--- config.mk ---
export PLATFORM = sky130hd
export DESIGN_NAME = dfr_front
export DESIGN_NICKNAME = d
export VERILOG_FILES = /design/src/dfr_pkg.sv /design/src/dfr_front.sv
export SDC_FILE = /design/constraint.sdc
export NUM_CORES = 1
export LEC_CHECK = 0
export BUFFER_PORTS_ARGS = -buffer_cell sky130_fd_sc_hd__clkbuf_2
export CORE_ASPECT_RATIO = 1.2
export CORE_UTILIZATION = 50
export CTS_CLUSTER_SIZE = 14
export DETAILED_ROUTE_END_ITERATION = 8
export GPL_ROUTABILITY_DRIVEN = 0
export MAX_ROUTING_LAYER = met4
export PLACE_DENSITY_LB_ADDON = 0.05
export SKIP_CTS_REPAIR_TIMING = 1
export SLEW_MARGIN = 30
export SYNTH_ARGS = -nofsm -noshare
export SYNTH_HDL_FRONTEND = slang
export SYNTH_SLANG_ARGS = --single-unit
--- constraint.sdc ---
create_clock -name clk -period 2.2 [get_ports clk]
set_clock_uncertainty 0.1 [all_clocks]
set_input_delay 0.44 -clock clk [delete_from_list [all_inputs] [get_ports clk]]
set_output_delay 0.44 -clock clk [all_outputs]
set_load 0.1 [all_outputs]
--- src/dfr_pkg.sv ---
// Shared types and constants for the sync-word frame deframer.
// No dependencies; imported by the top level, the front and the back.
`default_nettype none
package dfr_pkg;

  localparam int FRAME_WORDS = 256;
  localparam int WIN_BYTES   = 2 * FRAME_WORDS;
  localparam int WIN_AW      = $clog2(WIN_BYTES);
  localparam int FILL_W      = WIN_AW + 1;
  localparam int FS_AW       = $clog2(FRAME_WORDS);
  localparam int CNT_W       = FS_AW + 1;

  localparam int QDEPTH = 4;
  localparam int QAW    = $clog2(QDEPTH);
  localparam int QCW    = QAW + 1;

  localparam logic [15:0] HEAD_WORD0 = 16'h00AB;
  localparam logic [15:0] HEAD_WORD1 = 16'h00CD;
  localparam logic [15:0] TAIL_WORD0 = 16'h00DC;
  localparam logic [15:0] TAIL_WORD1 = 16'h00BA;

  localparam logic KIND_BYTE = 1'b0;
  localparam logic KIND_READ = 1'b1;
  localparam logic RES_FRAME = 1'b0;
  localparam logic RES_READ  = 1'b1;

  typedef struct packed {
    logic       kind;
    logic [7:0] serial_byte;
    logic [7:0] read_index;
  } item_t;

endpackage
`default_nettype wire

--- src/dfr_front.sv ---
// Input side: accepts stream transfers, unpacks them into items and queues them.
// Depends on dfr_pkg.
`default_nettype none
module dfr_front
  import dfr_pkg::*;
(
  input  wire logic        clk,
  input  wire logic        rst,
  input  wire logic        s_tvalid,
  output logic             s_tready,
  input  wire logic [15:0] s_tdata,
  input  wire logic        s_tuser,
  output logic             q_valid,
  output item_t            q_item,
  input  wire logic        q_pop
);

  item_t            slots [QDEPTH];
  logic [QAW-1:0]   wr_ptr;
  logic [QAW-1:0]   rd_ptr;
  logic [QCW-1:0]   count;
  logic             push;

  assign s_tready = (count != QCW'(QDEPTH));
  assign push     = s_tvalid && s_tready;
  assign q_valid  = (count != '0);
  assign q_item   = slots[rd_ptr];

  always_ff @(posedge clk) begin
    if (push) begin
      slots[wr_ptr] <= '{kind: s_tuser, serial_byte: s_tdata[7:0],
                         read_index: s_tdata[15:8]};
    end
  end

  always_ff @(posedge clk) begin
    if (rst) begin
      wr_ptr <= '0;
      rd_ptr <= '0;
      count  <= '0;
    end else begin
      if (push) wr_ptr <= wr_ptr + QAW'(1);
      if (q_pop) rd_ptr <= rd_ptr + QAW'(1);
      if (push && !q_pop) count <= count + QCW'(1);
      else if (!push && q_pop) count <= count - QCW'(1);
    end
  end

endmodule
`default_nettype wire

# Yosys cells after proc, flatten, opt, wreduce, memory -nomap -nowiden
# Memory sizes are Yosys's and may differ from the RTL's. A register that Yosys moved wholly into a read port is not among the register bits.
# Cells that the tools add are included.
dict set report word_totals {
  ff_bits 7
  mem_bits_rw 68
  in_bits 21
  out_inout_bits 19
  wordCells 22
  memories 1
}
# name depth word_bits rd rd_ports_with_merged_regs write_ports line
set mem_list {}
lappend mem_list {slots 4 17 1 1 1 dfr_front.sv:18} ;# item_t slots [QDEPTH];
dict set report op_classes {
  n_addsub 4
  eq_ne 1
  n_mux 6
  reduce_logical 7
}
# op n
set op_table {}
lappend op_table {{3-bit two-way mux} 2}
lappend op_table {{2-bit by 1-bit adder with 2-bit output (second input constant)} 2}
lappend op_table {{2-bit two-way mux} 2}
lappend op_table {{3-bit by 1-bit adder with 3-bit output (second input constant)} 1}
lappend op_table {{1-bit logical AND} 3}
lappend op_table {{3-bit inequality test (second input constant)} 1}
lappend op_table {{3-bit nonzero test} 1}
lappend op_table {{3-bit by 1-bit subtractor with 3-bit output (second input constant)} 1}
lappend op_table {{1-bit zero test} 2}
lappend op_table {{1-bit two-way mux} 2}
lappend op_table {{2-bit nonzero test} 1}

# Logic depth before layout (Yosys ltp)
# Gate-level depths: netlist of the first run.
dict set report logic_depth {
  ltp_word 6
  depth_mapped 8
  ltp_nobuf 8
}

# Worst setup path before layout of the first run
# OpenSTA, ideal clock, no wires.
dict set report synth_timing {
  kind {reg-to-reg}
  startpoint {reg count[0]}
  endpoint {reg count[2]}
  setup_time_ps 70
  arrival_ps 1892
  required_ps 2030
  slack_ps 138
  path_stages_with_launch 9
  path_buffers 0
  period_less_slack_ps 2062
  cell_sequence {dfxtp_1 -> nor2_1 -> a21boi_2 -> ha_1 -> inv_1 -> fa_1 -> xor2_1 -> or3_1 -> a21oi_1}
}
dict set report synth_via {
  elab_chain_len 5
  elab_cells_between_ends 10
  cone_classes {add/sub: 2; eq/ne: 1; mux: 2; reduce/logical: 5}
}
# element line
set synth_lines {}
lappend synth_lines {{start: declaration} dfr_front.sv:21} ;# logic [QCW-1:0] count;
lappend synth_lines {{start signal: assignment} dfr_front.sv:44} ;# if (push && !q_pop) count <= count + QCW'(1);
lappend synth_lines {{start signal: assignment} dfr_front.sv:45} ;# else if (!push && q_pop) count <= count - QCW'(1);
lappend synth_lines {{3-bit inequality test *} dfr_front.sv:24} ;# assign s_tready = (count != QCW'(QDEPTH));
lappend synth_lines {{1-bit logical AND *} dfr_front.sv:25} ;# assign push = s_tvalid && s_tready;
lappend synth_lines {{via push} dfr_front.sv:22} ;# logic push;
lappend synth_lines {{1-bit zero test} dfr_front.sv:45}
lappend synth_lines {{1-bit logical AND} dfr_front.sv:45}
lappend synth_lines {{2-bit nonzero test (no line)} -}
# Mark *: on every way through the listed nets, which the timed path passes. The rest lies on a longest branch. The select of a mux whose other input is x is not followed.
# A chain may end at the register's enable or synchronous reset.

==> reports/metrics.csv, run 1 <==
stage,metric,value,unit
clock_network,cts_made_buffers,9,
grt,gr-total-overflow,0,
pwr,p_leak,1.344,nW
drt,via_count,1423,
setup_path,crit_buf_inv,2,
place,post-place-ws,0.06982,ns
clock_network,cts_buffer_depth,2,
setup_path,crit_family,multiplexers,
clock_network,cts.htree.levels,3,
grt,track_usage,17.50,%
layout,drive_gt1_share,43.72,%
drt,drcViolationCount,0,
place,io_buffers,39,
synth,synthCells,137,
drt,drtAntennaViolNets,0,
clock_network,cts-root-buf,clkbuf_8,
pwr,pwr-share-seq,43.0,%
pwr,power_density,1122,mW/mm^2
outcome,status,"finished, final reports clean",
setup_path,crit_slowest_cell,mux4_2,
timing,hold_viol,0,
synth,syn-num-nets,164,
grt,grt_max_degree,18,
pwr,internal_power,2.755,mW
timing,tightest_slew,0.5512,ns
timing,setup_viol,0,
grt,first_global_vias,1510,
drt,firstDrtPassIters,4,
die,chipHeight,86.13,um
setup_path,critPathCaptureType,output port,
setup_path,path_class,reg2out,
layout,final_area,0.003757,sq mm
drt,wl_per_cell,17.34,um
min_path,hold_depth,1,
setup_path,worst_setup_path_start_kind,flip-flop,
synth,syn_area,0.002949,sq mm
layout,multi_input_area,640.6,sq um
layout,fin_util,66.29,%
die,die_w,72.11,um
layout,num-fill-cells,381,
die,initial_utilization,52.03,%
setup_path,cp_common_cell,buf_12,
setup_path,crit_path_max_incr_delay,0.56,ns
run,maxCapViolCount,0,
layout,final_common_cell,edfxtp_1,
clock_network,clkLatencyLatePin,0.34,ns
die,io_pins,40,
synth,yosysWarnings,0,
grt,grt_pass1_wl,7389,um
setup_path,worst-path-stages,3,
clock_network,clk_pin_slew,0.08,ns
drt,drt_iter0_markers,111,
synth,yosysUniqueCellTypes,23,
place,hpwl,3167,um
layout,nets,221,
timing,layout_setup_ws,0.03178,ns
timing,post-route-min-period,2.168,ns
drt,postRouteWirelength,4838,um
min_path,worstHoldPathType,in2reg,
timing,maxSlewViolCount,0,
synth,ys_seq_area_share,75.35,%
layout,seqCellArea,0.002228,sq mm
clock_network,cts_tree,yes,
timing,whs,0.2155,ns
synth,postSynthAreaPerCell,21.53,sq um
die,coreArea,0.005668,sq mm
drt,vias_per_cell,5.100,
pwr,pwr-share-clk,23.8,%
pwr,switching_share,34.66,%
synth,synth_seq_cells,77,
timing,slew_headroom,63.41,%
layout,diodes,0,
pwr,peakVddDrop,0.0009315,V
grt,antenna_found_initial,0,
die,rows,30,
die,die-area,0.006210,sq mm
timing,rsz0062_at_grt,true,
pwr,finalPower,4.216,mW
timing,min_period_over_period,98.56,%
layout,syn2layout_area_growth,27.41,%
layout,layout_common_cells,"68 x edfxtp_1, 22 x clkbuf_2, 19 x buf_12, 17 x mux4_2",
setup_path,critPathRequiredTime,1.66,ns
setup_path,cp_max_fo,9,
clock_network,numClockSinks,77,
place,placed_area,0.003562,sq mm
pwr,switchingPower,1.461,mW
setup_path,crit_arrival,1.63,ns
timing,max_freq,461.2,MHz
setup_path,cp_cell_sequence,buf_12 > mux4_2 > buf_12,
setup_path,reg2reg_depth,8,
pwr,combPwrFrac,33.2,%
## registers in the layout, indices dropped and copies added, names as in the netlist, named ones only
name,flops
wr_ptr,2
rd_ptr,2
count,3
slots,68
## cell type report
type | count | share of cell area, %
Timing Repair Buffer | 51 | 15.52
Clock inverter | 7 | 1.765
Inverter | 4 | 0.3996
Sequential cell | 77 | 59.31
Clock buffer | 9 | 3.297
Tap cell | 80 | 2.664
Multi-Input combinational cell | 51 | 17.05
## power by group through the flow
stage               combinational, mW  sequential, mW  clock (mW)
finish                           1.40            1.81        1.00
global route                     1.45            1.83        1.09
CTS                              1.39            1.81        1.03
detailed placement               1.39            1.84           0
global placement                 1.37            1.83           0
floorplan                       0.935            1.82           0
## metrics by stage
stage          setup TNS, ns  std cells
2_1_floorplan              0        137
3_3_place_gp               0        262
3_5_place_dp               0        262
4_1_cts              -0.7111        278
5_1_grt             -0.08547        279
6_report                   0        279
## final timing paths
kind / startpoint / endpoint / slack, ns
worst max-delay path: flip-flop / q_item[16] / 0.03
worst min-delay path: s_tdata[14] / slots[3][6] / 0.22
worst max register to register: count[0] / count[2] / 0.15
worst min register to register: rd_ptr[0] / rd_ptr[0] / 0.44
## logic make-up (layout without fill, tap and decap cells)
family / Yosys count / after routing / synth area share (%)
fa+ha+maj: 6 / 6 / 2.800
xor+xnor: 4 / 4 / 1.188
flops: 77 / 77 / 75.35
simple gates: 18 / 18 / 2.970
buf+inv: 9 / 71 / 2.036
mux: 20 / 20 / 14.93
compound gates: 3 / 3 / 0.7209
## metal layers
layer  routed length (um)  share of wire [%]  track usage (%)  up-vias
met5                    0                  0                -        -
met4                   97                2.0            9.804        0
met3                  180                3.7            4.818       10
met2                 2537                 52            26.93       43
met1                 2021                 42            20.81      721
li1                     -                  -                -      649
## Yosys cell counts (all sizes together)
master / instances / area share (%)
a21boi: 1 / 0.38
edfxtp: 68 / 69
a21oi: 1 / 0.17
xnor2: 1 / 0.30
nor2: 8 / 1.0
mux2: 1 / 0.38
or3: 2 / 0.42
nand2: 2 / 0.25
buf: 4 / 1.4
o21ai: 1 / 0.17
fa: 1 / 0.68
clkbuf: 1 / 0.13
ha: 5 / 2.1
nand2b: 2 / 0.42
dfxtp: 9 / 6.1
mux4: 17 / 14
inv: 4 / 0.51
xor2: 3 / 0.89
and2: 4 / 0.85
mux2i: 2 / 0.68
Note: power is estimated with default switching activity, not from simulation.
==> run 2: changes to the inputs <==
BUFFER_PORTS_ARGS = -buffer_cell sky130_fd_sc_hd__buf_4   (was -buffer_cell sky130_fd_sc_hd__clkbuf_2)
CORE_UTILIZATION = 45   (was 50)
==> run 2 against run 1 <==
Compared with the run above:
- the run now ends with negative setup slack left
- first-iteration DRC count shrank 19%
- worst hold slack got worse by 0.016 ns
- final cell count is 0.36% lower
- maximum frequency down 2.1%
- global-route usage is 2.0 points lower
- register-to-register slack worse by 0.04 ns
- flip-flop and latch count unchanged
- critical path type unchanged
- critical endpoint unchanged
- largest cell class unchanged
==> reports/metrics.csv, run 2 (same netlist as run 1, synthesis figures left out) <==
stage,metric,value,unit,change
outcome,status,finished with violations,,
outcome,violations,negative setup slack,,
clock_network,cts.htree.levels,3,,unchanged
layout,drive_gt1_share,39.80,%,-3.9 points
pwr,power_density,1110,mW/mm^2,-1.1%
pwr,p_leak,1.303,nW,-3.0%
drt,drcViolationCount,0,,unchanged
timing,post-route-min-period,2.214,ns,+0.04545 ns
layout,layout_common_cells,"68 x edfxtp_1, 29 x buf_4, 16 x buf_6, 12 x mux4_2, 9 x clkbuf_8",,
setup_path,crit_buf_inv,2,,unchanged
layout,fin_cells,278,,-0.36%
setup_path,crit_arrival,1.67,ns,+0.04 ns
drt,postRouteWirelength,4656,um,-3.8%
setup_path,worst-path-stages,3,,unchanged
timing,max_freq,451.7,MHz,-2.1%
min_path,worstHoldStart,s_tdata[11],,
clock_network,clk_pin_slew,0.07,ns,about the same
clock_network,cts_made_buffers,9,,unchanged
timing,setup_viol,1,,+1
grt,grt_max_degree,18,,unchanged
run,maxCapViolCount,0,,unchanged
die,io_pins,40,,unchanged
layout,nets,218,,-1.4%
drt,firstDrtPassIters,4,,unchanged
die,initial_utilization,47.82,%,-4.2 points
timing,slew_headroom,81.28,%,+18 points
clock_network,cts_buffer_depth,2,,unchanged
die,die_w,75.90,um,+5.3%
layout,top_regs,"slots: 68 flops, count: 3 flops",,
grt,grt_pass1_wl,7320,um,-0.93%
place,io_buffers,39,,unchanged
layout,fin_util,58.88,%,-7.4 points
layout,largest_register_ffs,68,,unchanged
die,chipHeight,90.68,um,+5.3%
timing,layout_setup_ws,-0.01367,ns,-0.04545 ns
setup_path,crit_family,multiplexers,,
die,rows,31,,+3.3%
setup_path,cp_cell_sequence,buf_8 > mux4_1 > buf_6,,
die,die-area,0.006883,sq mm,+11%
timing,tightest_slew,0.2807,ns,-0.2705 ns
layout,diodes,0,,unchanged
grt,first_global_vias,1503,,-0.46%
setup_path,reg2reg_to,count[2],,
setup_path,r2r_slack,0.11,ns,-0.04 ns
timing,maxSlewViolCount,0,,unchanged
min_path,hold_end,slots[3][3],,
pwr,peakVddDrop,0.0005597,V,-40%
setup_path,worst_setup_path_start_kind,flip-flop,,
place,hpwl,3007,um,-5.1%
layout,top_register,slots,,
clock_network,cts-root-buf,clkbuf_8,,
layout,syn2layout_area_growth,23.12,%,
setup_path,critPathCaptureType,output port,,
timing,rsz0062_at_grt,true,,
drt,drt_iter0_markers,90,,-19%
grt,antenna_found_initial,0,,unchanged
setup_path,crit_path_max_incr_delay,0.60,ns,+0.04 ns
min_path,worstHoldPathType,in2reg,,
drt,via_count,1391,,-2.2%
clock_network,cts_tree,yes,,
layout,final_common_cell,edfxtp_1,,
min_path,hold_depth,1,,unchanged
grt,gr-total-overflow,0,,unchanged
drt,drtAntennaViolNets,0,,unchanged
setup_path,crit_slowest_cell,mux4_1,,
grt,track_usage,15.50,%,-2.0 points
setup_path,reg2reg_depth,8,,unchanged
clock_network,clkLatencyLatePin,0.33,ns,about the same
setup_path,path_class,reg2out,,
place,dpl.cell_count,262,,unchanged
drt,vias_per_cell,5.004,,-1.9%
setup_path,cp_max_fo,7,,-2
timing,hold_viol,0,,unchanged
setup_path,critPathRequiredTime,1.66,ns,about the same
timing,min_period_over_period,100.6,%,+2.1 points
setup_path,r2r-start,count[1],,
die,coreArea,0.006167,sq mm,+8.8%
clock_network,numClockSinks,77,,unchanged
drt,wl_per_cell,16.75,um,-3.4%
[run 2: changes by cell type in the layout (fill, tap and decap cells not counted), sizes merged]
cell / change
clkbuf: -22
buf: +20
clkinvlp: -2
clkinv: +1
[run 2: stage by stage]
stage          TNS (ns)  total power [mW]  cell area [sq um]  setup slack (ns)  hold slack [ns]
3_3_place_gp          0             2.997               3379            0.1845           0.3964
6_report       -0.01367             4.032               3631          -0.01367           0.1999
5_1_grt         -0.2745             4.191               3631          -0.07132           0.1733
3_5_place_dp          0             3.033               3379           0.05970           0.4124
4_1_cts         -0.9503             4.011               3561           -0.1516           0.1797
2_1_floorplan         0             2.759               2949            0.1381           0.3820
[run 2: where the power goes]
group	switching, mW	total, mW	internal (mW)
clock	0.462	0.974	0.512
combinational	0.882	1.25	0.364
sequential	0.0584	1.81	1.75
[run 2: routing by layer]
metal | part of all wire (%) | track usage (%) | up-vias
met5 | 0 | - | -
met3 | 3.3 | 3.535 | 8
met2 | 54 | 25.76 | 34
met1 | 40 | 16.44 | 699
li1 | - | - | 650
met4 | 1.8 | 10.58 | 0
[run 2: how the worst max path moves through the flow]
stage                             to  slack, ns
final                     q_item[16]      -0.01
after global routing      q_item[16]      -0.07
after CTS                 q_item[16]      -0.15
after detailed placement    count[2]       0.06
after global placement      count[2]       0.18
after floorplan             count[2]       0.14
[run 2: final cells by class]
cell class                 count  area (sq um)
clock inverter                 6         53.80
tap                           82         102.6
fill                         467          2536
sequential                    77          2225
inverter                       4         15.01
timing repair buffer          48         447.9
clock buffer                  10         127.6
multi-input combinational     51         659.4
==> run 3: changes to the inputs <==
CTS_BUF_LIST = sky130_fd_sc_hd__clkbuf_2   (was unset)
clock period = 2.4 ns   (was 2.2 ns; I/O delays follow)
==> run 3 against run 2 <==
Compared with the run above:
- the flow now finishes without violations
- clock power fell by 9.4%
- register-to-register slack improved by 0.19 ns
- die area did not move
- critical path depth did not move
- non-clock buffer count rose by 1
- sequential share of layout area fell by 0.72 points
==> reports/metrics.csv, run 3 (same netlist as run 1, synthesis figures left out) <==
stage,metric,value,unit,change
outcome,status,"finished, final reports clean",,
clock_network,clkLatencyLatePin,0.49,ns,+0.16 ns
clock_network,clk_pin_slew,0.20,ns,+0.13 ns
timing,min_period_over_period,98.29,%,
grt,grt_max_degree,18,,unchanged
setup_path,cp_max_fo,9,,+2
setup_path,crit_buf_inv,2,,unchanged
timing,post-route-min-period,2.359,ns,
pwr,switchingPower,1.291,mW,-7.9%
drt,via_count,1425,,+2.4%
die,coreArea,0.006167,sq mm,unchanged
timing,maxSlewViolCount,0,,unchanged
timing,setup_viol,0,,-1
pwr,peakVddDrop,0.0006595,V,+18%
pwr,pwr-share-clk,23.7,%,-0.5 points
timing,tightest_slew,0.4304,ns,+0.1497 ns
drt,wl_per_cell,16.42,um,-2.0%
pwr,combPwrFrac,31.7,%,+0.8 points
pwr,power_density,1011,mW/mm^2,-8.9%
drt,postRouteWirelength,4580,um,-1.6%
setup_path,crit_family,multiplexers,,
layout,top_regs,"slots: 68 flops, count: 3 flops",,
setup_path,critPathRequiredTime,1.82,ns,+0.16 ns
layout,final_common_cell,edfxtp_1,,
pwr,switching_share,34.74,%,-0.051 points
layout,drive_gt1_share,42.13,%,+2.3 points
drt,drcViolationCount,0,,unchanged
timing,layout_setup_ws,0.04094,ns,+0.05461 ns
drt,vias_per_cell,5.108,,+2.1%
place,post-place-ws,0.2643,ns,+0.2046 ns
timing,hold_viol,0,,unchanged
clock_network,cts_buffer_depth,2,,unchanged
clock_network,cts_tree,yes,,
layout,top_register,slots,,
timing,whs,0.06126,ns,-0.1387 ns
clock_network,numClockSinks,77,,unchanged
setup_path,crit_slowest_cell,mux4_2,,
clock_network,cts.htree.levels,3,,unchanged
grt,track_usage,15.03,%,-0.47 points
clock_network,cts_made_buffers,9,,unchanged
place,dpl.cell_count,261,,-0.38%
die,initial_utilization,47.82,%,unchanged
setup_path,critPathCaptureType,output port,,
layout,syn2layout_area_growth,24.65,%,
setup_path,worst_setup_path_start_kind,flip-flop,,
run,maxCapViolCount,0,,unchanged
die,chipHeight,90.68,um,unchanged
min_path,worstHoldPathType,in2reg,,
timing,slew_headroom,71.30,%,-10 points
setup_path,path_class,reg2out,,
layout,layout_common_cells,"68 x edfxtp_1, 24 x buf_4, 17 x mux4_2, 12 x buf_6, 10 x clkbuf_2",,
grt,antenna_found_initial,0,,unchanged
die,io_pins,40,,unchanged
die,die-area,0.006883,sq mm,unchanged
die,rows,31,,unchanged
place,hpwl,2893,um,-3.8%
layout,fin_cells,279,,+0.36%
pwr,pwr-share-seq,44.5,%,-0.4 points
grt,grt_pass1_wl,7182,um,-1.9%
drt,drtAntennaViolNets,0,,unchanged
drt,firstDrtPassIters,4,,unchanged
pwr,p_leak,1.303,nW,about the same
layout,largest_register_ffs,68,,unchanged
drt,drt_iter0_markers,60,,-33%
timing,rsz0062_at_grt,true,,
setup_path,crit_path_max_incr_delay,0.53,ns,-0.07 ns
place,io_buffers,39,,unchanged
timing,max_freq,423.9,MHz,
grt,gr-total-overflow,0,,unchanged
die,die_w,75.90,um,unchanged
setup_path,crit_arrival,1.78,ns,+0.11 ns
layout,diodes,0,,unchanged
grt,first_global_vias,1464,,-2.6%
setup_path,cp_cell_sequence,buf_12 > mux4_2 > buf_8,,
clock_network,cts-root-buf,clkbuf_2,,
pwr,internal_power,2.426,mW,-7.7%
layout,nets,219,,+0.46%
[run 3: cell count changes in the layout (fill, tap and decap cells not counted), sizes merged]
| cell | change |
|---|---|
| clkinv | -3 |
| bufinv | +2 |
| clkinvlp | +1 |
| buf | -1 |
| dlygate4sd3 | +2 |
[run 3: stage by stage]
step	power (mW)	area [sq um]	utilization (%)	setup TNS [ns]
5_1_grt	3.855	3676	59.61	-0.7440
3_3_place_gp	2.764	3410	55.29	0
3_5_place_dp	2.790	3410	55.29	0
2_1_floorplan	2.529	2949	-	0
4_1_cts	3.661	3571	57.90	-1.687
6_report	3.717	3676	59.61	0
[run 3: worst register-to-register path: cells and delay by family (launching register included)]
kind                     cells  cell delay, ns
AO/OA/AOI/OAI                2            0.30
flip-flops                   1            0.45
AND/OR/NAND/NOR              2            0.41
XOR/XNOR                     1            0.16
adder cells (fa/ha/maj)      2            0.57
buffers and inverters        1            0.06
[run 3: power by group through the flow]
| stage | logic, mW | clock network (mW) | registers [mW] |
|---|---|---|---|
| 3_5_place_dp | 1.11 | 0 | 1.68 |
| 3_3_place_gp | 1.09 | 0 | 1.67 |
| 5_1_grt | 1.23 | 0.956 | 1.67 |
| 6_report | 1.18 | 0.882 | 1.66 |
| 2_1_floorplan | 0.858 | 0 | 1.67 |
| 4_1_cts | 1.11 | 0.901 | 1.65 |
[run 3: layout make-up]
class / count / area (sq um)
clock buffer: 10 / 50.05
clock inverter: 6 / 111.4
timing repair buffer: 49 / 530.5
fill: 454 / 2491
inverter: 4 / 15.01
tap: 82 / 102.6
multi-input combinational: 51 / 640.6
sequential: 77 / 2226
[run 3: worst paths after layout]
| path | from | to | slack, ns | depth (start not counted) |
|---|---|---|---|---|
| setup / recovery | flip-flop | q_item[13] | 0.04 | 3 |
| hold / removal | s_tdata[7] | slots[0][15] | 0.06 | 1 |
| setup reg to reg | count[0] | count[2] | 0.30 | 8 |
| hold reg to reg | wr_ptr[1] | wr_ptr[1] | 0.43 | 2 |
[run 3: routing by layer]
metal	global-route usage (%)	share of wire (%)	vias up
li1	-	-	650
met5	-	0	-
met2	23.26	50	33
met3	3.737	3.1	9
met4	9.615	2.3	0
met1	17.59	45	733
